$ cat config.mk
export PLATFORM = sky130hd
export DESIGN_NAME = json_tokenizer_top
export DESIGN_NICKNAME = d
export VERILOG_FILES = /design/src/hdl/jtok_pkg.sv /design/src/hdl/jtok_out_buf.sv /design/src/hdl/json_tokenizer_top.sv
export SDC_FILE = /design/constraint.sdc
export NUM_CORES = 1
export LEC_CHECK = 0
export ABC_CLOCK_PERIOD_IN_PS = 19000
export BUFFER_PORTS_ARGS = -buffer_cell sky130_fd_sc_hd__buf_2
export CAP_MARGIN = 10
export CORE_ASPECT_RATIO = 1.1
export CORE_MARGIN = 8
export CORE_UTILIZATION = 35
export CTS_BUF_LIST = sky130_fd_sc_hd__clkbuf_4
export CTS_CLUSTER_SIZE = 20
export DETAILED_ROUTE_END_ITERATION = 10
export PLACE_DENSITY_LB_ADDON = 0.25
export SLEW_MARGIN = 10
export SYNTH_ARGS = -nofsm -noshare
export SYNTH_HDL_FRONTEND = slang
export SYNTH_SLANG_ARGS = --single-unit
export TNS_END_PERCENT = 5
$ cat constraint.sdc
create_clock -name clk -period 19 [get_ports clk]
set_input_delay 4.75 -clock clk [delete_from_list [all_inputs] [get_ports clk]]
set_output_delay 4.75 -clock clk [all_outputs]
set_load 0.02 [all_outputs]
$ cat src/hdl/jtok_pkg.sv
// ----------------------------------------------------------------------------
// jtok_pkg
// Shared types and constants for the JSON tokenizer.
// ----------------------------------------------------------------------------
package jtok_pkg;

	// scan modes
	localparam logic [3:0] M_IDLE  = 4'd0;
	localparam logic [3:0] M_SLASH = 4'd1;
	localparam logic [3:0] M_LCOM  = 4'd2;
	localparam logic [3:0] M_BCOM  = 4'd3;
	localparam logic [3:0] M_BSTAR = 4'd4;
	localparam logic [3:0] M_STR   = 4'd5;
	localparam logic [3:0] M_ESC   = 4'd6;
	localparam logic [3:0] M_HEX   = 4'd7;
	localparam logic [3:0] M_KW    = 4'd8;
	localparam logic [3:0] M_NSIGN = 4'd9;
	localparam logic [3:0] M_NZERO = 4'd10;
	localparam logic [3:0] M_NINT  = 4'd11;
	localparam logic [3:0] M_NDOT  = 4'd12;
	localparam logic [3:0] M_NFRAC = 4'd13;

	// token kinds
	localparam logic [3:0] K_END   = 4'd0;
	localparam logic [3:0] K_LBRC  = 4'd1;
	localparam logic [3:0] K_RBRC  = 4'd2;
	localparam logic [3:0] K_LBRK  = 4'd3;
	localparam logic [3:0] K_RBRK  = 4'd4;
	localparam logic [3:0] K_COMMA = 4'd5;
	localparam logic [3:0] K_COLON = 4'd6;
	localparam logic [3:0] K_STR   = 4'd7;
	localparam logic [3:0] K_NUM   = 4'd8;
	localparam logic [3:0] K_TRUE  = 4'd9;

	// error codes
	localparam logic [2:0] E_NONE    = 3'd0;
	localparam logic [2:0] E_CHAR    = 3'd1;
	localparam logic [2:0] E_ESC     = 3'd2;
	localparam logic [2:0] E_OPEN    = 3'd3;
	localparam logic [2:0] E_UNI     = 3'd4;
	localparam logic [2:0] E_KW      = 3'd5;
	localparam logic [2:0] E_LZERO   = 3'd6;
	localparam logic [2:0] E_NOFRAC  = 3'd7;

	localparam logic REQ_BYTE = 1'b0;
	localparam logic REQ_END  = 1'b1;

	// one result as seen at the output
	typedef struct packed {
		logic [3:0]  kind;
		logic [15:0] line;
		logic [15:0] column;
		logic        has;
		logic [7:0]  value;
		logic        done;
		logic [2:0]  err;
		logic        last;
	} result_t;

	// expected keyword letter at a given offset
	function automatic logic [7:0] kw_char(input logic [1:0] k, input logic [2:0] i);
		logic [7:0] c;
		c = 8'h00;
		case (k)
			2'd0: begin
				case (i)
					3'd0: c = "t";
					3'd1: c = "r";
					3'd2: c = "u";
					3'd3: c = "e";
					default: c = 8'h00;
				endcase
			end
			2'd1: begin
				case (i)
					3'd0: c = "f";
					3'd1: c = "a";
					3'd2: c = "l";
					3'd3: c = "s";
					3'd4: c = "e";
					default: c = 8'h00;
				endcase
			end
			default: begin
				case (i)
					3'd0: c = "n";
					3'd1: c = "u";
					3'd2: c = "l";
					3'd3: c = "l";
					default: c = 8'h00;
				endcase
			end
		endcase
		return c;
	endfunction

	function automatic logic [2:0] kw_len(input logic [1:0] k);
		return (k == 2'd1) ? 3'd5 : 3'd4;
	endfunction

endpackage

$ cat src/hdl/jtok_out_buf.sv
// ----------------------------------------------------------------------------
// jtok_out_buf
// Four-entry result queue; decouples the scanner from output stalls.
// ----------------------------------------------------------------------------
module jtok_out_buf (
	input  logic               clk,
	input  logic               arst_n,
	input  logic               push,
	input  logic               push_two,
	input  jtok_pkg::result_t  din0,
	input  jtok_pkg::result_t  din1,
	output logic               space_two,
	output logic               out_valid,
	input  logic               out_ready,
	output jtok_pkg::result_t  dout
);
	import jtok_pkg::*;

	result_t     mem_q [4];
	logic [1:0]  rd_q;
	logic [1:0]  wr_q;
	logic [2:0]  cnt_q;
	logic [2:0]  cnt_next;
	logic        pop;
	logic [2:0]  n_push;

	assign out_valid = (cnt_q != 3'd0);
	assign pop       = out_valid && out_ready;
	assign dout      = mem_q[rd_q];
	assign n_push    = push ? (push_two ? 3'd2 : 3'd1) : 3'd0;
	assign cnt_next  = cnt_q + n_push - {2'b00, pop};
	// room for two more once this cycle's push and pop are done
	assign space_two = (cnt_next <= 3'd2);

	always_ff @(posedge clk) begin
		if (push) begin
			mem_q[wr_q] <= din0;
			if (push_two)
				mem_q[wr_q + 2'd1] <= din1;
		end
	end

	always_ff @(posedge clk or negedge arst_n) begin
		if (!arst_n) begin
			rd_q  <= 2'd0;
			wr_q  <= 2'd0;
			cnt_q <= 3'd0;
		end else begin
			wr_q  <= wr_q + n_push[1:0];
			if (pop)
				rd_q <= rd_q + 2'd1;
			cnt_q <= cnt_next;
		end
	end
endmodule

$ cat src/hdl/json_tokenizer_top.sv
// ----------------------------------------------------------------------------
// json_tokenizer_top
// Streaming JSON lexer, one text byte per transfer.
// ----------------------------------------------------------------------------
// Input channel: in_valid/in_ready with req_type (0 text byte, 1 end of input)
// and in_byte. Output channel: out_valid/out_ready, one result per transfer;
// one input causes zero, one or two results, the last flagged last_of_run.
// The scanner registers the input, decodes it in the next cycle and writes its
// results into a four-entry queue, from which the outputs are driven. One input
// per cycle is taken while the queue, counting this cycle's push and pop, holds
// at most two results; the second result of one input leaves in its own output
// transfer.
// When the receiver stalls, the queue fills and in_ready drops.
// Reset puts the scanner between tokens at line 1, column 1 with no error
// and empties the queue. After an error no further results come until reset;
// an end token returns the scanner to its reset state.
// ----------------------------------------------------------------------------
module json_tokenizer_top #(
	parameter int POS_BITS = 16
) (
	input  logic                 clk,
	input  logic                 arst_n,
	input  logic                 in_valid,
	output logic                 in_ready,
	input  logic                 req_type,
	input  logic [7:0]           in_byte,
	output logic                 out_valid,
	input  logic                 out_ready,
	output logic [3:0]           token_kind,
	output logic [15:0]          token_line,
	output logic [15:0]          token_column,
	output logic                 has_byte,
	output logic [7:0]           value_byte,
	output logic                 token_done,
	output logic [2:0]           error_code,
	output logic                 last_of_run
);
	import jtok_pkg::*;

	localparam logic [POS_BITS-1:0] PMAX = {POS_BITS{1'b1}};
	localparam logic [POS_BITS-1:0] PONE = {{(POS_BITS-1){1'b0}}, 1'b1};

	// input register
	logic        v_s1;
	logic        type_s1;
	logic [7:0]  byte_s1;

	// scanner state
	logic [3:0]          mode_q;
	logic [2:0]          sub_q;
	logic [1:0]          kw_q;
	logic [15:0]         hex_q;
	logic [POS_BITS-1:0] cl_q, cc_q, tl_q, tc_q;
	logic                err_q;

	logic space_two;
	logic accept;

	assign in_ready = space_two;
	assign accept   = in_valid && in_ready;

	always_ff @(posedge clk or negedge arst_n) begin
		if (!arst_n)
			v_s1 <= 1'b0;
		else
			v_s1 <= accept;
	end

	always_ff @(posedge clk) begin
		if (accept) begin
			type_s1 <= req_type;
			byte_s1 <= in_byte;
		end
	end

	function automatic logic [15:0] sat16(input logic [POS_BITS-1:0] v);
		logic [15:0] r;
		if (POS_BITS > 16 && (v >> 16) != '0)
			r = 16'hFFFF;
		else
			r = 16'(v);
		return r;
	endfunction

	// next state and results
	logic [3:0]          m_n;
	logic [2:0]          sub_n;
	logic [1:0]          kw_n;
	logic [15:0]         hex_n;
	logic [POS_BITS-1:0] cl_n, cc_n, tl_n, tc_n;
	logic                err_n;
	result_t             r0, r1;
	logic [1:0]          nres;

	always_comb begin
		logic [7:0]  b;
		logic        dig;
		logic [4:0]  hv;
		logic [3:0]  scan;
		logic        rescan;
		logic [2:0]  sc;
		logic [7:0]  ev;
		logic        fail;
		logic [3:0]  fk;
		logic [2:0]  fe;
		logic [POS_BITS-1:0] fl, fc;
		logic [3:0]  kk;
		result_t     rs;
		logic        rs_v;
		result_t     rn;
		logic        rn_v;

		b      = byte_s1;
		dig    = (b >= "0") && (b <= "9");
		m_n    = mode_q;
		sub_n  = sub_q;
		kw_n   = kw_q;
		hex_n  = hex_q;
		cl_n   = cl_q;
		cc_n   = cc_q;
		tl_n   = tl_q;
		tc_n   = tc_q;
		err_n  = err_q;
		rescan = 1'b0;
		fail   = 1'b0;
		fk     = K_END;
		fe     = E_NONE;
		fl     = tl_q;
		fc     = tc_q;
		kk     = K_TRUE + {2'b00, kw_q};
		rn     = '0;
		rn_v   = 1'b0;
		rs     = '0;
		rs_v   = 1'b0;
		ev     = 8'h00;
		sc     = 3'd0;
		hv     = 5'h10;
		scan   = M_IDLE;
		if (b >= "0" && b <= "9") hv = {1'b0, 4'(b - "0")};
		else if (b >= "a" && b <= "f") hv = {1'b0, 4'(b - "a" + 8'd10)};
		else if (b >= "A" && b <= "F") hv = {1'b0, 4'(b - "A" + 8'd10)};

		rn.line   = sat16(tl_q);
		rn.column = sat16(tc_q);

		if (type_s1 == REQ_END) begin
			case (mode_q)
				M_SLASH: begin fail = 1'b1; fk = K_END; fe = E_CHAR; end
				M_STR, M_ESC: begin fail = 1'b1; fk = K_STR; fe = E_OPEN; end
				M_HEX: begin fail = 1'b1; fk = K_STR; fe = E_UNI; end
				M_KW: begin fail = 1'b1; fk = kk; fe = E_KW; end
				M_NDOT: begin
					fail = 1'b1; fk = K_NUM; fe = E_NOFRAC; fl = cl_q; fc = cc_q;
				end
				M_NSIGN, M_NZERO, M_NINT, M_NFRAC: begin
					rn_v = 1'b1; rn.kind = K_NUM; rn.done = 1'b1;
				end
				default: ;
			endcase
			if (!fail) begin
				rs_v = 1'b1;
				rs.kind = K_END; rs.line = sat16(cl_q); rs.column = sat16(cc_q);
				rs.done = 1'b1;
				m_n = M_IDLE; sub_n = 3'd0; kw_n = 2'd0; hex_n = 16'd0;
				cl_n = PONE; cc_n = PONE; tl_n = PONE; tc_n = PONE;
			end
		end else begin
			case (mode_q)
				M_SLASH: begin
					if (b == "/") m_n = M_LCOM;
					else if (b == "*") m_n = M_BCOM;
					else begin fail = 1'b1; fk = K_END; fe = E_CHAR; end
				end
				M_LCOM: if (b == 8'h0A) m_n = M_IDLE;
				M_BCOM: if (b == "*") m_n = M_BSTAR;
				M_BSTAR: begin
					if (b == "/") m_n = M_IDLE;
					else if (b != "*") m_n = M_BCOM;
				end
				M_STR: begin
					rn.kind = K_STR;
					if (b == "\\") m_n = M_ESC;
					else if (b == "\"") begin
						rn_v = 1'b1; rn.done = 1'b1; m_n = M_IDLE;
					end else begin
						rn_v = 1'b1; rn.has = 1'b1; rn.value = b;
					end
				end
				M_ESC: begin
					m_n = M_STR;
					rn.kind = K_STR;
					rn.has  = 1'b1;
					rn_v    = 1'b1;
					case (b)
						"\"", "\\", "/": ev = b;
						"b": ev = 8'd8;
						"f": ev = 8'd12;
						"n": ev = 8'd10;
						"r": ev = 8'd13;
						"t": ev = 8'd9;
						"u": begin
							rn_v = 1'b0; m_n = M_HEX; sub_n = 3'd0; hex_n = 16'd0;
						end
						default: begin
							rn_v = 1'b0; fail = 1'b1; fk = K_STR; fe = E_ESC;
						end
					endcase
					rn.value = ev;
				end
				M_HEX: begin
					if (hv[4]) begin
						fail = 1'b1; fk = K_STR; fe = E_UNI;
					end else begin
						hex_n = {hex_q[11:0], hv[3:0]};
						sc    = sub_q + 3'd1;
						sub_n = sc;
						if (sc >= 3'd4) begin
							rn_v = 1'b1; rn.kind = K_STR; rn.has = 1'b1;
							rn.value = hex_n[7:0];
							m_n = M_STR; sub_n = 3'd0;
						end
					end
				end
				M_KW: begin
					if (sub_q < kw_len(kw_q) && b == kw_char(kw_q, sub_q)) begin
						sc = sub_q + 3'd1;
						sub_n = sc;
						rn_v = 1'b1; rn.kind = kk; rn.has = 1'b1; rn.value = b;
						if (sc >= kw_len(kw_q)) begin
							rn.done = 1'b1; m_n = M_IDLE; sub_n = 3'd0;
						end
					end else begin
						fail = 1'b1; fk = kk; fe = E_KW;
					end
				end
				M_NSIGN, M_NZERO, M_NINT, M_NDOT, M_NFRAC: begin
					rn.kind = K_NUM;
					if (mode_q == M_NDOT) begin
						if (dig) begin
							m_n = M_NFRAC; rn_v = 1'b1; rn.has = 1'b1; rn.value = b;
						end else begin
							fail = 1'b1; fk = K_NUM; fe = E_NOFRAC; fl = cl_q; fc = cc_q;
						end
					end else if (mode_q == M_NZERO && dig) begin
						fail = 1'b1; fk = K_NUM; fe = E_LZERO;
					end else if (dig) begin
						if (mode_q == M_NSIGN) m_n = (b == "0") ? M_NZERO : M_NINT;
						rn_v = 1'b1; rn.has = 1'b1; rn.value = b;
					end else if (b == "." && mode_q != M_NFRAC) begin
						m_n = M_NDOT; rn_v = 1'b1; rn.has = 1'b1; rn.value = b;
					end else begin
						rn_v = 1'b1; rn.done = 1'b1; m_n = M_IDLE; rescan = 1'b1;
					end
				end
				default: rescan = 1'b1;
			endcase

			// token start from the idle state or after a number ends
			if (rescan) begin
				scan = M_IDLE;
				tl_n = cl_q;
				tc_n = cc_q;
				rs.line   = sat16(cl_q);
				rs.column = sat16(cc_q);
				rs.has    = 1'b1;
				rs.value  = b;
				case (b)
					8'h20, 8'h09, 8'h0A, 8'h0B, 8'h0C, 8'h0D: ;
					"{": begin rs_v = 1'b1; rs.kind = K_LBRC; rs.done = 1'b1; end
					"}": begin rs_v = 1'b1; rs.kind = K_RBRC; rs.done = 1'b1; end
					"[": begin rs_v = 1'b1; rs.kind = K_LBRK; rs.done = 1'b1; end
					"]": begin rs_v = 1'b1; rs.kind = K_RBRK; rs.done = 1'b1; end
					",": begin rs_v = 1'b1; rs.kind = K_COMMA; rs.done = 1'b1; end
					":": begin rs_v = 1'b1; rs.kind = K_COLON; rs.done = 1'b1; end
					"/": scan = M_SLASH;
					"\"": scan = M_STR;
					"t", "f", "n": begin
						kw_n  = (b == "t") ? 2'd0 : ((b == "f") ? 2'd1 : 2'd2);
						sub_n = 3'd1;
						scan  = M_KW;
						rs_v  = 1'b1;
						rs.kind = K_TRUE + {2'b00, kw_n};
					end
					"-": begin scan = M_NSIGN; rs_v = 1'b1; rs.kind = K_NUM; end
					"0": begin scan = M_NZERO; rs_v = 1'b1; rs.kind = K_NUM; end
					default: begin
						if (dig) begin
							scan = M_NINT; rs_v = 1'b1; rs.kind = K_NUM;
						end else begin
							fail = 1'b1; fk = K_END; fe = E_CHAR; fl = cl_q; fc = cc_q;
						end
					end
				endcase
				m_n = scan;
			end

			if (b == 8'h0A) begin
				cl_n = (cl_q == PMAX) ? PMAX : cl_q + PONE;
				cc_n = PONE;
			end else begin
				cc_n = (cc_q == PMAX) ? PMAX : cc_q + PONE;
			end
		end

		if (fail) begin
			rs = '0;
			rs_v = 1'b1;
			rs.kind = fk; rs.line = sat16(fl); rs.column = sat16(fc);
			rs.done = 1'b1; rs.err = fe;
			err_n = 1'b1;
			m_n = M_IDLE;
		end

		// pack: rn comes first when both exist
		r0 = rn_v ? rn : rs;
		r1 = rs;
		nres = {1'b0, rn_v} + {1'b0, rs_v};
		if (nres == 2'd2) r1.last = 1'b1;
		else r0.last = 1'b1;
	end

	logic run;
	assign run = v_s1 && !err_q;

	always_ff @(posedge clk or negedge arst_n) begin
		if (!arst_n) begin
			mode_q <= M_IDLE;
			sub_q  <= 3'd0;
			kw_q   <= 2'd0;
			hex_q  <= 16'd0;
			cl_q   <= PONE;
			cc_q   <= PONE;
			tl_q   <= PONE;
			tc_q   <= PONE;
			err_q  <= 1'b0;
		end else if (run) begin
			mode_q <= m_n;
			sub_q  <= sub_n;
			kw_q   <= kw_n;
			hex_q  <= hex_n;
			cl_q   <= cl_n;
			cc_q   <= cc_n;
			tl_q   <= tl_n;
			tc_q   <= tc_n;
			err_q  <= err_n;
		end
	end

	result_t dout;

	jtok_out_buf u_buf (
		.clk       (clk),
		.arst_n    (arst_n),
		.push      (run && nres != 2'd0),
		.push_two  (nres == 2'd2),
		.din0      (r0),
		.din1      (r1),
		.space_two (space_two),
		.out_valid (out_valid),
		.out_ready (out_ready),
		.dout      (dout)
	);

	assign token_kind   = dout.kind;
	assign token_line   = dout.line;
	assign token_column = dout.column;
	assign has_byte     = dout.has;
	assign value_byte   = dout.value;
	assign token_done   = dout.done;
	assign error_code   = dout.err;
	assign last_of_run  = dout.last;

`ifndef NO_ASSERTIONS
	// an error result always closes its token
	a_err_done: assert property (@(posedge clk) disable iff (!arst_n)
		out_valid && error_code != E_NONE |-> token_done && !has_byte)
		else $error("error result without done");

	// sticky error: scanner state frozen afterwards
	a_sticky: assert property (@(posedge clk) disable iff (!arst_n)
		err_q |=> err_q && $stable(mode_q))
		else $error("error state not sticky");

	// an input is only taken when the queue has room for two results
	a_room: assert property (@(posedge clk) disable iff (!arst_n)
		accept |-> space_two)
		else $error("input taken without queue room");
`endif
endmodule
* Word level (Yosys, flattened, before mapping)
Memory sizes are Yosys's and may differ from the RTL's. Cells that the tools add are included.
Operators by class: add/sub/neg operators 16, magnitude comparators 10, eq/ne operators 65, multiplexer cells 191, reduce and logical (&&, ||, !) cells 44
Operator list (count):
- $mux 16 | 27
- $mux 4 | 39
- $mux 50 | 2
- $eq 8x7->1 const B | 11
- $mux 9 | 9
- $eq 8x6->1 const B | 9
- $pmux 4 s9 | 2
- $mux 3 | 23
- $mux 1 | 50
- $pmux 8 s6 | 1
- $mux 46 | 1
- $pmux 9 s5 | 1
- $eq 8x4->1 const B | 5
- $mux 36 | 1
- $pmux 7 s5 | 1
- $add 16x1->16 const B | 2
- $eq 16x16->1 const B | 2
- $mux 32 | 1
- $pmux 4 s4 | 2
- $mux 10 | 3
- $ne 5x5->1 const B | 6
- $ne 6x6->1 const B | 5
- $pmux 3 s5 | 2
- $pmux 7 s4 | 1
- 67 further kinds | 120
Storage, ports and cells: register bits 95, memory bits (writable) 200, bits of input ports 13, output and inout bits 52, word-level logic and storage cells 342, memories 1
Memories:
- u_buf.mem_q | words 4, bits a word 50, rd ports 1, clocked after Yosys merged registers in 0, write ports 2, RTL line jtok_out_buf.sv:19 | result_t mem_q [4];

* Logic depth before layout (Yosys ltp)
Gate-level depths: netlist of run 1.
depth in word-level cells 23, depth in mapped cells 20, depth with buffers taken out 17

* Cells and area by module
A second synthesis of run 1 with hierarchy kept.
Unflattened totals: cell total of the unflattened synthesis 1407, area total of the unflattened synthesis 17440.5 um^2
By module, submodules not included:
- jtok_out_buf | instances 1, cells an instance 529, area each 10302.4 um^2, sequential area each 6180.9 um^2
- json_tokenizer_top | instances 1, cells an instance 878, area each 7138.1 um^2, sequential area each 2252.2 um^2

* Least setup slack after synthesis of run 1
No wires, ideal clock.
path type input-to-output, start input out_ready, end output in_ready, arrival time 6.419 ns, required time 14.250 ns, slack 7.831 ns, stages on the path 9, path buffers 0, cells stage by stage and2_1 -> ha_1 -> inv_1 -> ha_1 -> inv_1 -> fa_1 -> xor2_1 -> xnor2_1 -> a21oi_1
Between the ends: word-level cells in the longest chain between the ends 3
RTL lines:
- from (decl) | RTL line json_tokenizer_top.sv:28 | input logic out_ready,
- $logic_and 1x1->1 | RTL line jtok_out_buf.sv:28 | assign pop = out_valid && out_ready;
- $sub 3x1->3 | RTL line jtok_out_buf.sv:31 | assign cnt_next = cnt_q + n_push - {2'b00, pop};
- named net u_buf.cnt_next[2] | RTL line jtok_out_buf.sv:23 | logic [2:0] cnt_next;
- $le 3x2->1 | RTL line jtok_out_buf.sv:33 | assign space_two = (cnt_next <= 3'd2);
- to (decl) | RTL line json_tokenizer_top.sv:24 | output logic in_ready,
The timed path passes the listed nets, and every way through them passes these cells.

* Final worst setup path of run 1
start input out_ready, end output in_ready
Between the ends: word-level cells in the longest chain between the ends 3
RTL lines:
- $logic_and 1x1->1 | RTL line jtok_out_buf.sv:28
- named net u_buf.pop | RTL line jtok_out_buf.sv:24 | logic pop;
- $sub 3x1->3 | RTL line jtok_out_buf.sv:31
- named net u_buf.cnt_next[2] | RTL line jtok_out_buf.sv:23
- $le 3x2->1 | RTL line jtok_out_buf.sv:33
The timed path passes the listed nets, and every way through them passes these cells.

==> qor.json, run 1 <==
{
  "status": "finished, final reports clean",
  "vias": 12400,
  "fin_nets": 1507,
  "leakage_power_nw": 6.52,
  "drc": 0,
  "maximum_number_of_pins_on_one_net_before_global_route_repair": 51,
  "grt_pass1_wl_mm": 75.5,
  "unrepaired_setup_endpoints_after_global_routing": "false",
  "worst_path_largest_cell_delay_ps": 380,
  "final-hold-violation-count": 0,
  "final.setup.tns_ps": 0,
  "gr-total-overflow": 0,
  "dp_cells": 1985,
  "cts.sink_count": 295,
  "cellPowerDensity_nw_per_um2": 124,
  "synth-seq-cells": 295,
  "worst_pin_slew_ps": 1190,
  "power_w": 0.00225,
  "synth-edff-count": 209,
  "ctsRootBufferMaster": "clkbuf_4",
  "finalWirelength_mm": 49.1,
  "yosys_warnings": 0,
  "clock_pin_slew_reported_for_the_worst_setup_and_hold_paths_after_clock_tree_synthesis_ps": 60,
  "placeableCoreArea_um2": 46300,
  "globalRouteTotalUtil_pct": 18.0,
  "syn_to_final_growth_pct": 11.5,
  "detail_route.first_pass.iterations": 8,
  "hold_path_class": "flip-flop to flip-flop",
  "num_io_pins": 65,
  "synth_area_um2": 16300,
  "number_of_global_route_vias_before_repair": 12600,
  "critical_path.n_buffers_inverters": 4,
  "setup-violations-final": 0,
  "cp_data_required_time_ps": 14250,
  "drtIter0Drc": 1089,
  "finalNonFillerCells": 2130,
  "timing_max_transition_violations_final": 0,
  "wl_per_cell_um": 23.1,
  "seq_area_frac_synth_pct": 51.9,
  "synth-main-ff-cell": "edfxtp_1",
  "max-cap-violations": 0,
  "horiz_die_dim_um": 222,
  "cts.repair_timing.setup_buffer_count": 0,
  "share_of_final_layout_standard_cells_stronger_than_drive_strength_1_pct": 22.2,
  "tritoncts.num_buffers": 77,
  "fin_skew_ps": 69.3,
  "average_cell_area_after_synthesis_um2": 11.6,
  "max-slew-margin-rel_pct": 20.1,
  "num_rows": 83,
  "synth_cells": 1398,
  "dieHeight_um": 242,
  "timing.critical_path.slowest_stage_cell": "fa_1",
  "worstSetupPathType": "primary input to output port",
  "wp_data_arrival_ps": 6540,
  "timing.fmax_ghz": 0.0886,
  "ctsHoldBuffers": 0,
  "die-area_um2": 53600,
  "gp_congestion": 0.928,
  "tritoncts": "yes",
  "final.min_clock_period_ps": 11290,
  "antenna_left": 0,
  "timing.critical_path.max_delay_family": "adder cells",
  "timing.critical_path.from_type": "primary input",
  "synth.net_count": 1436,
  "clock_latency_ps": 800,
  "vdd_drop_max_mv": 0.0948,
  "grt_antenna_before_repair": 2,
  "end_kind": "output port",
  "synth.distinct_cells": 100,
  "finalCritPeriodShare_pct": 59.4,
  "cts_resizes": 0,
  "critical_path.max_fanout": 3,
  "asyncSetResetFlopFracSynth_pct": 29.2,
  "placement.io_buffers": 64,
  "final_cell_utilization_of_the_core_pct": 39.2,
  "cts_buffer_depth": 3,
  "start_util_pct": 35.1,
  "per_cell_via_count_in_the_routed_design": 5.80,
  "path_cells": "buf_2 -> and2_1 -> ha_1 -> inv_1 -> ha_1 -> inv_1 -> fa_1 -> xor2_1 -> xnor2_1 -> a21oi_1 -> buf_2",
  "number_of_h_tree_levels": 3,
  "dpl.hpwl_mm": 31.5
}
[Yosys cell counts, types with 7 or more instances]
cell	number	share of area, %
edfxtp_1	209	39
o2bb2ai_1	128	6.9
nand2_1	120	2.8
o21ai_0	98	3.0
dfrtp_1	82	13
nor2_1	71	1.6
a21oi_1	66	2.0
mux4_2	50	6.9
inv_1	47	1.1
a22o_1	40	2.2
nand3_1	40	1.2
buf_2	39	1.2
clkbuf_1	37	0.85
nor3_1	28	0.86
ha_1	24	1.8
and3_1	22	0.85
o22ai_1	20	0.77
a21o_1	14	0.65
a211oi_1	13	0.60
buf_1	11	0.25
and2_1	10	0.38
o21bai_1	10	0.46
a31oi_1	9	0.35
nand2b_1	9	0.35
or3_1	9	0.35
buf_6	8	0.55
or2_2	8	0.31
xnor2_1	8	0.43
nor2_4	7	0.48
o31a_1	7	0.38
o32ai_1	7	0.38
[report_power, final]
group | switching [W] | internal (W)
Sequential | 0.0000747 | 0.000739
Combinational | 0.000572 | 0.000284
Clock | 0.000265 | 0.000318
[logic make-up (layout without fill, tap and decap cells)]
group / Yosys count / in the layout / share of synthesized area (%)
multiplexers: 59 / 59 / 7.52
AO/OA/AOI/OAI: 482 / 482 / 21.8
other: 0 / 2 / 0
buffers and inverters: 147 / 282 / 4.15
adder cells (fa/ha/maj): 25 / 25 / 1.97
XOR/XNOR: 12 / 12 / 0.646
AND/OR/NAND/NOR: 378 / 378 / 12.1
flip-flops: 295 / 295 / 51.9
[cells in the final DEF (no fill, tap or decap), types with 10 or more instances in the layout]
cell type / Yosys / final
buf_2: 39 / 63
inv_1: 47 / 47
o2bb2ai_1: 128 / 128
dfrtp_1: 82 / 80
nor2_1: 71 / 69
nand3_1: 40 / 40
a21o_1: 14 / 14
nand2_1: 120 / 119
buf_4: 4 / 28
o22ai_1: 20 / 19
clkinv_1: 1 / 12
and3_1: 22 / 22
o21ai_0: 98 / 97
mux4_2: 50 / 50
a211oi_1: 13 / 13
and2_1: 10 / 10
a21oi_1: 66 / 66
o21bai_1: 10 / 10
edfxtp_1: 209 / 209
nor3_1: 28 / 27
a22o_1: 40 / 40
clkbuf_4: 0 / 129
ha_1: 24 / 24
[metrics by stage]
| step | worst slack (ps) | hold slack, ps | instance area [um^2] |
|---|---|---|---|
| 6_report | 7710 | 495 | 18100 |
| 2_1_floorplan | 7830 | 458 | 16300 |
| 3_3_place_gp | 7730 | 476 | 17100 |
| 3_5_place_dp | 7690 | 484 | 17100 |
| 4_1_cts | 7690 | 497 | 18100 |
| 5_1_grt | 7570 | 508 | 18100 |
[cell type report]
cell class                 count  area [um^2]
antenna                        2         5.00
clock buffer                 129          968
clock inverter                14         82.6
fill                        4499        28200
inverter                      48          180
multi-input combinational    956         7200
sequential                   295         8440
tap                          595          744
timing repair buffer          91          526
[state kept, by name (all words and copies together) (netlist names), 4 cells and up]
register     count
hex_q            4
byte_s1          8
tc_q            16
cc_q            16
u_buf.mem_q    200
mode_q           4
tl_q            16
cl_q            16
[worst min-delay path: stages (launching register included)]
cell and delay [ps]:
dfstp_2 390, inv_1 50, a21oi_1 50
[path summary, 6_finish.rpt]
path                             from    endpoint  slack (ps)  cells past startpoint
setup / recovery            out_ready    in_ready        7710                     11
hold / removal                tl_q[0]     tl_q[0]         500                      2
setup reg to reg           byte_s1[1]  byte_s1[0]       13010                     17
hold reg to reg               tl_q[0]     tl_q[0]         500                      2
max in group asynchronous      arst_n     cc_q[6]       13890                      2
min in group asynchronous      arst_n     kw_q[1]        4000                      1
[layer usage]
metal  share of wire [%]  up-vias  track usage, %
met3                 5.7       96            3.41
met5                   0        -               0
li1                    -     5677               -
met2                  49      421            30.7
met1                  42     6165            22.1
met4                 3.0        0            7.65
No activity file was read; power rests on OpenSTA's default activity.
==> run 2: changes to the inputs <==
--- a/config.mk
+++ b/config.mk
@@ -5,7 +5,7 @@
 export SDC_FILE = /design/constraint.sdc
 export NUM_CORES = 1
 export LEC_CHECK = 0
-export ABC_CLOCK_PERIOD_IN_PS = 19000
+export ABC_CLOCK_PERIOD_IN_PS = 9400
 export BUFFER_PORTS_ARGS = -buffer_cell sky130_fd_sc_hd__buf_2
 export CAP_MARGIN = 10
 export CORE_ASPECT_RATIO = 1.1
==> constraint.sdc (replaced) <==
create_clock -name clk -period 9.4 [get_ports clk]
set_input_delay 2.35 -clock clk [delete_from_list [all_inputs] [get_ports clk]]
set_output_delay 2.35 -clock clk [all_outputs]
set_load 0.02 [all_outputs]
==> qor.json, run 2 (synthesis gave the netlist of run 1 again) <==
{
  "status": "finished, final reports clean",
  "timing_max_transition_violations_final": 0,
  "cts_buffer_depth": 3,
  "max-cap-violations": 0,
  "most_frequent_cp_cell": "ha_1",
  "ctsRootBufferMaster": "clkbuf_4",
  "clock_pin_slew_reported_for_the_worst_setup_and_hold_paths_after_clock_tree_synthesis_ps": 60,
  "hold_path_class": "flip-flop to flip-flop",
  "timing.fmax_ghz": 0.118,
  "antenna_left": 0,
  "regMostFlops": "u_buf.mem_q",
  "tritoncts.num_buffers": 81,
  "layout.cells.most_common_list": "edfxtp_1, o2bb2ai_1, nand2_1, clkbuf_4, o21ai_0",
  "per_cell_via_count_in_the_routed_design": 5.82,
  "num_rows": 83,
  "share_of_final_layout_standard_cells_stronger_than_drive_strength_1_pct": 21.9,
  "drc": 0,
  "number_of_global_route_vias_before_repair": 12700,
  "final.min_clock_period_ps": 8450,
  "placement.io_buffers": 64,
  "globalRouteTotalUtil_pct": 18.5,
  "vdd_drop_max_mv": 0.201,
  "layout.cell_area.non_filler_um2": 18100,
  "grt_antenna_before_repair": 1,
  "start_util_pct": 35.1,
  "die-area_um2": 53600,
  "tritoncts": "yes",
  "timing.critical_path.from_type": "flip-flop",
  "final_common_cell": "edfxtp_1",
  "dpl.hpwl_mm": 32.0,
  "cts.repair_timing.setup_buffer_count": 0,
  "wl_per_cell_um": 23.5,
  "grt_pass1_wl_mm": 77.5,
  "worst_path_largest_cell_delay_ps": 640,
  "cts.sink_count": 295,
  "fin_skew_ps": 81.8,
  "vias": 12400,
  "gp_congestion": 0.902,
  "dieHeight_um": 242,
  "wp_data_arrival_ps": 6100,
  "timing.critical_path.slowest_stage_cell": "o21a_1",
  "cellPowerDensity_nw_per_um2": 250,
  "power_w": 0.00452,
  "final-hold-violation-count": 0,
  "horiz_die_dim_um": 222,
  "number_of_h_tree_levels": 3,
  "hold-path-cell-count": 1,
  "critical_path.max_fanout": 17,
  "finalWirelength_mm": 50.2,
  "num-fill-cells": 4513,
  "syn_to_final_growth_pct": 11.4,
  "max-slew-margin-rel_pct": 20.8,
  "cts_resizes": 0,
  "area_taken_by_flip_flops_and_latches_um2": 8440,
  "setup-violations-final": 0,
  "maximum_number_of_pins_on_one_net_before_global_route_repair": 58,
  "end_kind": "output port",
  "final.setup.tns_ps": 0,
  "number_of_flip_flops_under_the_largest_register_name": 200,
  "gr-total-overflow": 0,
  "dpl-instance-area_um2": 17100,
  "detail_route.first_pass.iterations": 5,
  "cp_data_required_time_ps": 7050,
  "finalCritPeriodShare_pct": 89.9,
  "ctsHoldBuffers": 0,
  "num_io_pins": 65,
  "multiInputGateArea_um2": 7190,
  "ff2ff_path_depth": 17,
  "clock_latency_ps": 800,
  "path_cells": "inv_1 -> ha_1 -> o21ba_2 -> o21a_1 -> nor2_1 -> nor3_1 -> o41a_1 -> a211oi_4 -> buf_4 -> nor2_4 -> nand2_1 -> ha_1 -> fa_1 -> xor2_1 -> xnor2_1 -> a21oi_1 -> buf_2",
  "fin_nets": 1513,
  "drtIter0Drc": 946,
  "worst_pin_slew_ps": 1190,
  "worstSetupPathType": "flip-flop to output port",
  "unrepaired_setup_endpoints_after_global_routing": "false",
  "placeableCoreArea_um2": 46300,
  "leakage_power_nw": 6.51
}
-- run 2: layout make-up --
type / instances / area share [%]
diodes: 1 / 0.0138
well taps: 595 / 4.11
multi-input cells: 956 / 39.7
clock buffers: 119 / 4.93
clock inverters: 29 / 0.670
inverters: 48 / 0.995
repair buffers: 93 / 2.98
flip-flops and latches: 295 / 46.6
-- run 2: critical path: cells and delay by family (launching register included) --
family,cells,cell delay (ps)
fa+ha+maj,3,1210
flops,1,580
simple gates,4,1020
xor+xnor,2,310
compound gates,5,1400
buf+inv,3,780
-- run 2: metrics by stage --
stage	util [%]	hold slack, ps	cells	setup slack (ps)
after floorplan	-	458	1398	2420
after global placement	36.9	459	1987	1890
after detailed placement	36.9	461	1987	1730
after CTS	39.1	468	2135	824
after global routing	39.1	484	2136	560
final	39.1	464	2136	952
-- run 2: final timing paths --
| path | startpoint | end | slack [ps] |
|---|---|---|---|
| max in group asynchronous | arst_n | cc_q[8] | 6680 |
| min reg2reg | u_buf.rd_q[1] | u_buf.rd_q[1] | 460 |
| max reg2reg | byte_s1[1] | byte_s1[0] | 3400 |
| max | byte_s1[1] | in_ready | 950 |
| min in group asynchronous | arst_n | tl_q[7] | 1530 |
| min | u_buf.rd_q[1] | u_buf.rd_q[1] | 460 |
-- run 2: report_power, final --
| part | switching [W] | total [W] | internal (W) | leakage [nW] |
|---|---|---|---|---|
| sequential | 0.000147 | 0.00164 | 0.00149 | 3.08 |
| combinational | 0.00117 | 0.00175 | 0.000577 | 2.83 |
| clock | 0.000545 | 0.00113 | 0.000582 | 0.609 |
-- run 2: routing by layer --
metal  up-vias  global-route usage (%)  wire length, um
met2       453                    31.8            25000
met3        80                    3.46             3010
met1      6202                    22.8            20900
met4         0                    6.87             1200
li1       5696                       -                -
met5         -                       0                0
==> run 3: changes to the inputs <==
--- a/config.mk
+++ b/config.mk
@@ -5,7 +5,7 @@
 export SDC_FILE = /design/constraint.sdc
 export NUM_CORES = 1
 export LEC_CHECK = 0
-export ABC_CLOCK_PERIOD_IN_PS = 9400
+export ABC_CLOCK_PERIOD_IN_PS = 10700
 export BUFFER_PORTS_ARGS = -buffer_cell sky130_fd_sc_hd__buf_2
 export CAP_MARGIN = 10
 export CORE_ASPECT_RATIO = 1.1
==> constraint.sdc (replaced) <==
create_clock -name clk -period 10.7 [get_ports clk]
set_input_delay 2.675 -clock clk [delete_from_list [all_inputs] [get_ports clk]]
set_output_delay 2.675 -clock clk [all_outputs]
set_load 0.02 [all_outputs]
==> qor.json, run 3 (synthesis gave the netlist of run 1 again) <==
{
  "cellPowerDensity_nw_per_um2": 221,
  "status": "finished, final reports clean",
  "die-area_um2": 53600,
  "worstSetupPathType": "flip-flop to output port",
  "vdd_drop_max_mv": 0.140,
  "globalRouteTotalUtil_pct": 18.5,
  "wl_met3_mm": 2.85,
  "regMostFlops": "u_buf.mem_q",
  "worst_pin_slew_ps": 1210,
  "per_cell_via_count_in_the_routed_design": 5.83,
  "ctsRootBufferMaster": "clkbuf_4",
  "wp_data_arrival_ps": 6200,
  "cp_data_required_time_ps": 8030,
  "antenna_left": 0,
  "setup-violations-final": 0,
  "timing.critical_path.slowest_stage_cell": "o21a_1",
  "clock_latency_ps": 790,
  "timing.fmax_ghz": 0.113,
  "leakage_power_nw": 6.55,
  "cts_resizes": 0,
  "vias": 12500,
  "power.share.sequential_pct": 36.0,
  "net-switching-power_w": 0.00164,
  "maximum_number_of_pins_on_one_net_before_global_route_repair": 57,
  "detail_route.first_pass.iterations": 5,
  "number_of_flip_flops_under_the_largest_register_name": 200,
  "unrepaired_setup_endpoints_after_global_routing": "false",
  "sum_of_routed_wire_segments_on_met1_mm": 21.2,
  "finalCritPeriodShare_pct": 82.9,
  "horiz_die_dim_um": 222,
  "num_rows": 83,
  "ctsHoldBuffers": 0,
  "finalNonFillerCells": 2136,
  "grt_antenna_before_repair": 1,
  "timing.critical_path.max_delay_family": "compound AO/OA/AOI/OAI gates",
  "crit_start": "byte_s1[1]",
  "dpl.hpwl_mm": 32.2,
  "worst_r2r_startpoint": "byte_s1[1]",
  "fin_skew_ps": 57.9,
  "clock_power_share_pct": 26.3,
  "critical_path.n_buffers_inverters": 3,
  "cts_buffer_depth": 3,
  "max-cap-violations": 0,
  "final.min_clock_period_ps": 8870,
  "dp_cells": 1986,
  "wl_per_cell_um": 23.4,
  "min_from": "tl_q[0]",
  "layout.cells.most_common_list": "edfxtp_1, o2bb2ai_1, clkbuf_4",
  "number_of_global_route_vias_before_repair": 12800,
  "tritoncts.num_buffers": 80,
  "final_common_cell": "edfxtp_1",
  "cts.sink_count": 295,
  "syn_to_final_growth_pct": 11.8,
  "share_of_final_layout_standard_cells_stronger_than_drive_strength_1_pct": 22.3,
  "hold_path_class": "flip-flop to flip-flop",
  "clock_pin_slew_reported_for_the_worst_setup_and_hold_paths_after_clock_tree_synthesis_ps": 60,
  "drtIter0Drc": 875,
  "most_frequent_cp_cell": "ha_1",
  "gp_congestion": 0.902,
  "final.setup.tns_ps": 0,
  "tritoncts": "yes",
  "start_util_pct": 35.1,
  "fin_nets": 1511,
  "critical_path.max_fanout": 17,
  "num_io_pins": 65,
  "timing.critical_path.from_type": "flip-flop",
  "end_kind": "output port",
  "dieHeight_um": 242,
  "worst_path_largest_cell_delay_ps": 640,
  "timing_max_transition_violations_final": 0,
  "cellInternalPower_w": 0.00239,
  "met2RoutedLength_mm": 24.6,
  "max-slew-margin-rel_pct": 19.2,
  "netSwitchingFraction_pct": 40.6,
  "final-hold-violation-count": 0,
  "path_cells": "inv_1 -> ha_1 -> o21ba_2 -> o21a_1 -> nor2_1 -> nor3_1 -> o41a_1 -> a211oi_4 -> buf_4 -> nor2_4 -> nand2_1 -> ha_1 -> fa_1 -> xor2_1 -> xnor2_1 -> a21oi_1 -> buf_2",
  "finalWirelength_mm": 50.1,
  "drc": 0,
  "gr-total-overflow": 0,
  "placeableCoreArea_um2": 46300,
  "grt_pass1_wl_mm": 77.3,
  "placement.io_buffers": 64,
  "pwr-share-comb_pct": 37.7,
  "number_of_h_tree_levels": 3,
  "cts.repair_timing.setup_buffer_count": 0,
  "top_layer_used": "met4"
}
-- run 3: per-layer routing --
layer,vias up,GRT usage (%)
met2,413,30.7
met1,6251,23.2
met5,-,0
met3,90,3.78
li1,5706,-
met4,0,7.80
-- run 3: worst paths after layout --
kind	endpoint	slack (ps)	cells after the start
setup / recovery	in_ready	1830	17
hold / removal	tl_q[0]	500	2
setup reg to reg	type_s1	4630	17
hold reg to reg	tl_q[0]	500	2
max in group asynchronous	tc_q[5]	7650	2
min in group asynchronous	tl_q[7]	1850	1
-- run 3: power by group through the flow --
stage / logic, W / clock network [W] / registers, W
floorplan: 0.00115 / 0 / 0.00137
global placement: 0.00154 / 0 / 0.00147
detailed placement: 0.00153 / 0 / 0.00147
CTS: 0.00154 / 0.00110 / 0.00145
global route: 0.00163 / 0.00115 / 0.00147
finish: 0.00152 / 0.00106 / 0.00145
-- run 3: worst min-delay path, stage by stage (launching register included) --
cell	delay, ps
dfstp_2	390
inv_1	50
a21oi_1	50
-- run 3: area by class of cell --
class | count | area, um^2
repair buffers | 92 | 533
inverters | 48 | 180
multi-input cells | 956 | 7190
diodes | 1 | 2.50
clock inverters | 27 | 174
well taps | 595 | 744
fillers | 4596 | 28100
flip-flops and latches | 295 | 8440
clock buffers | 122 | 916
-- run 3: stage by stage --
step	power (W)	cell area, um^2	util (%)	worst slack (ps)	hold slack [ps]
6_report	0.00403	18200	39.3	1830	500
5_1_grt	0.00425	18200	39.3	1340	515
4_1_cts	0.00408	18200	39.2	1780	496
3_5_place_dp	0.00300	17100	36.9	2720	482
3_3_place_gp	0.00300	17100	36.9	2850	476
2_1_floorplan	0.00252	16300	-	3670	458
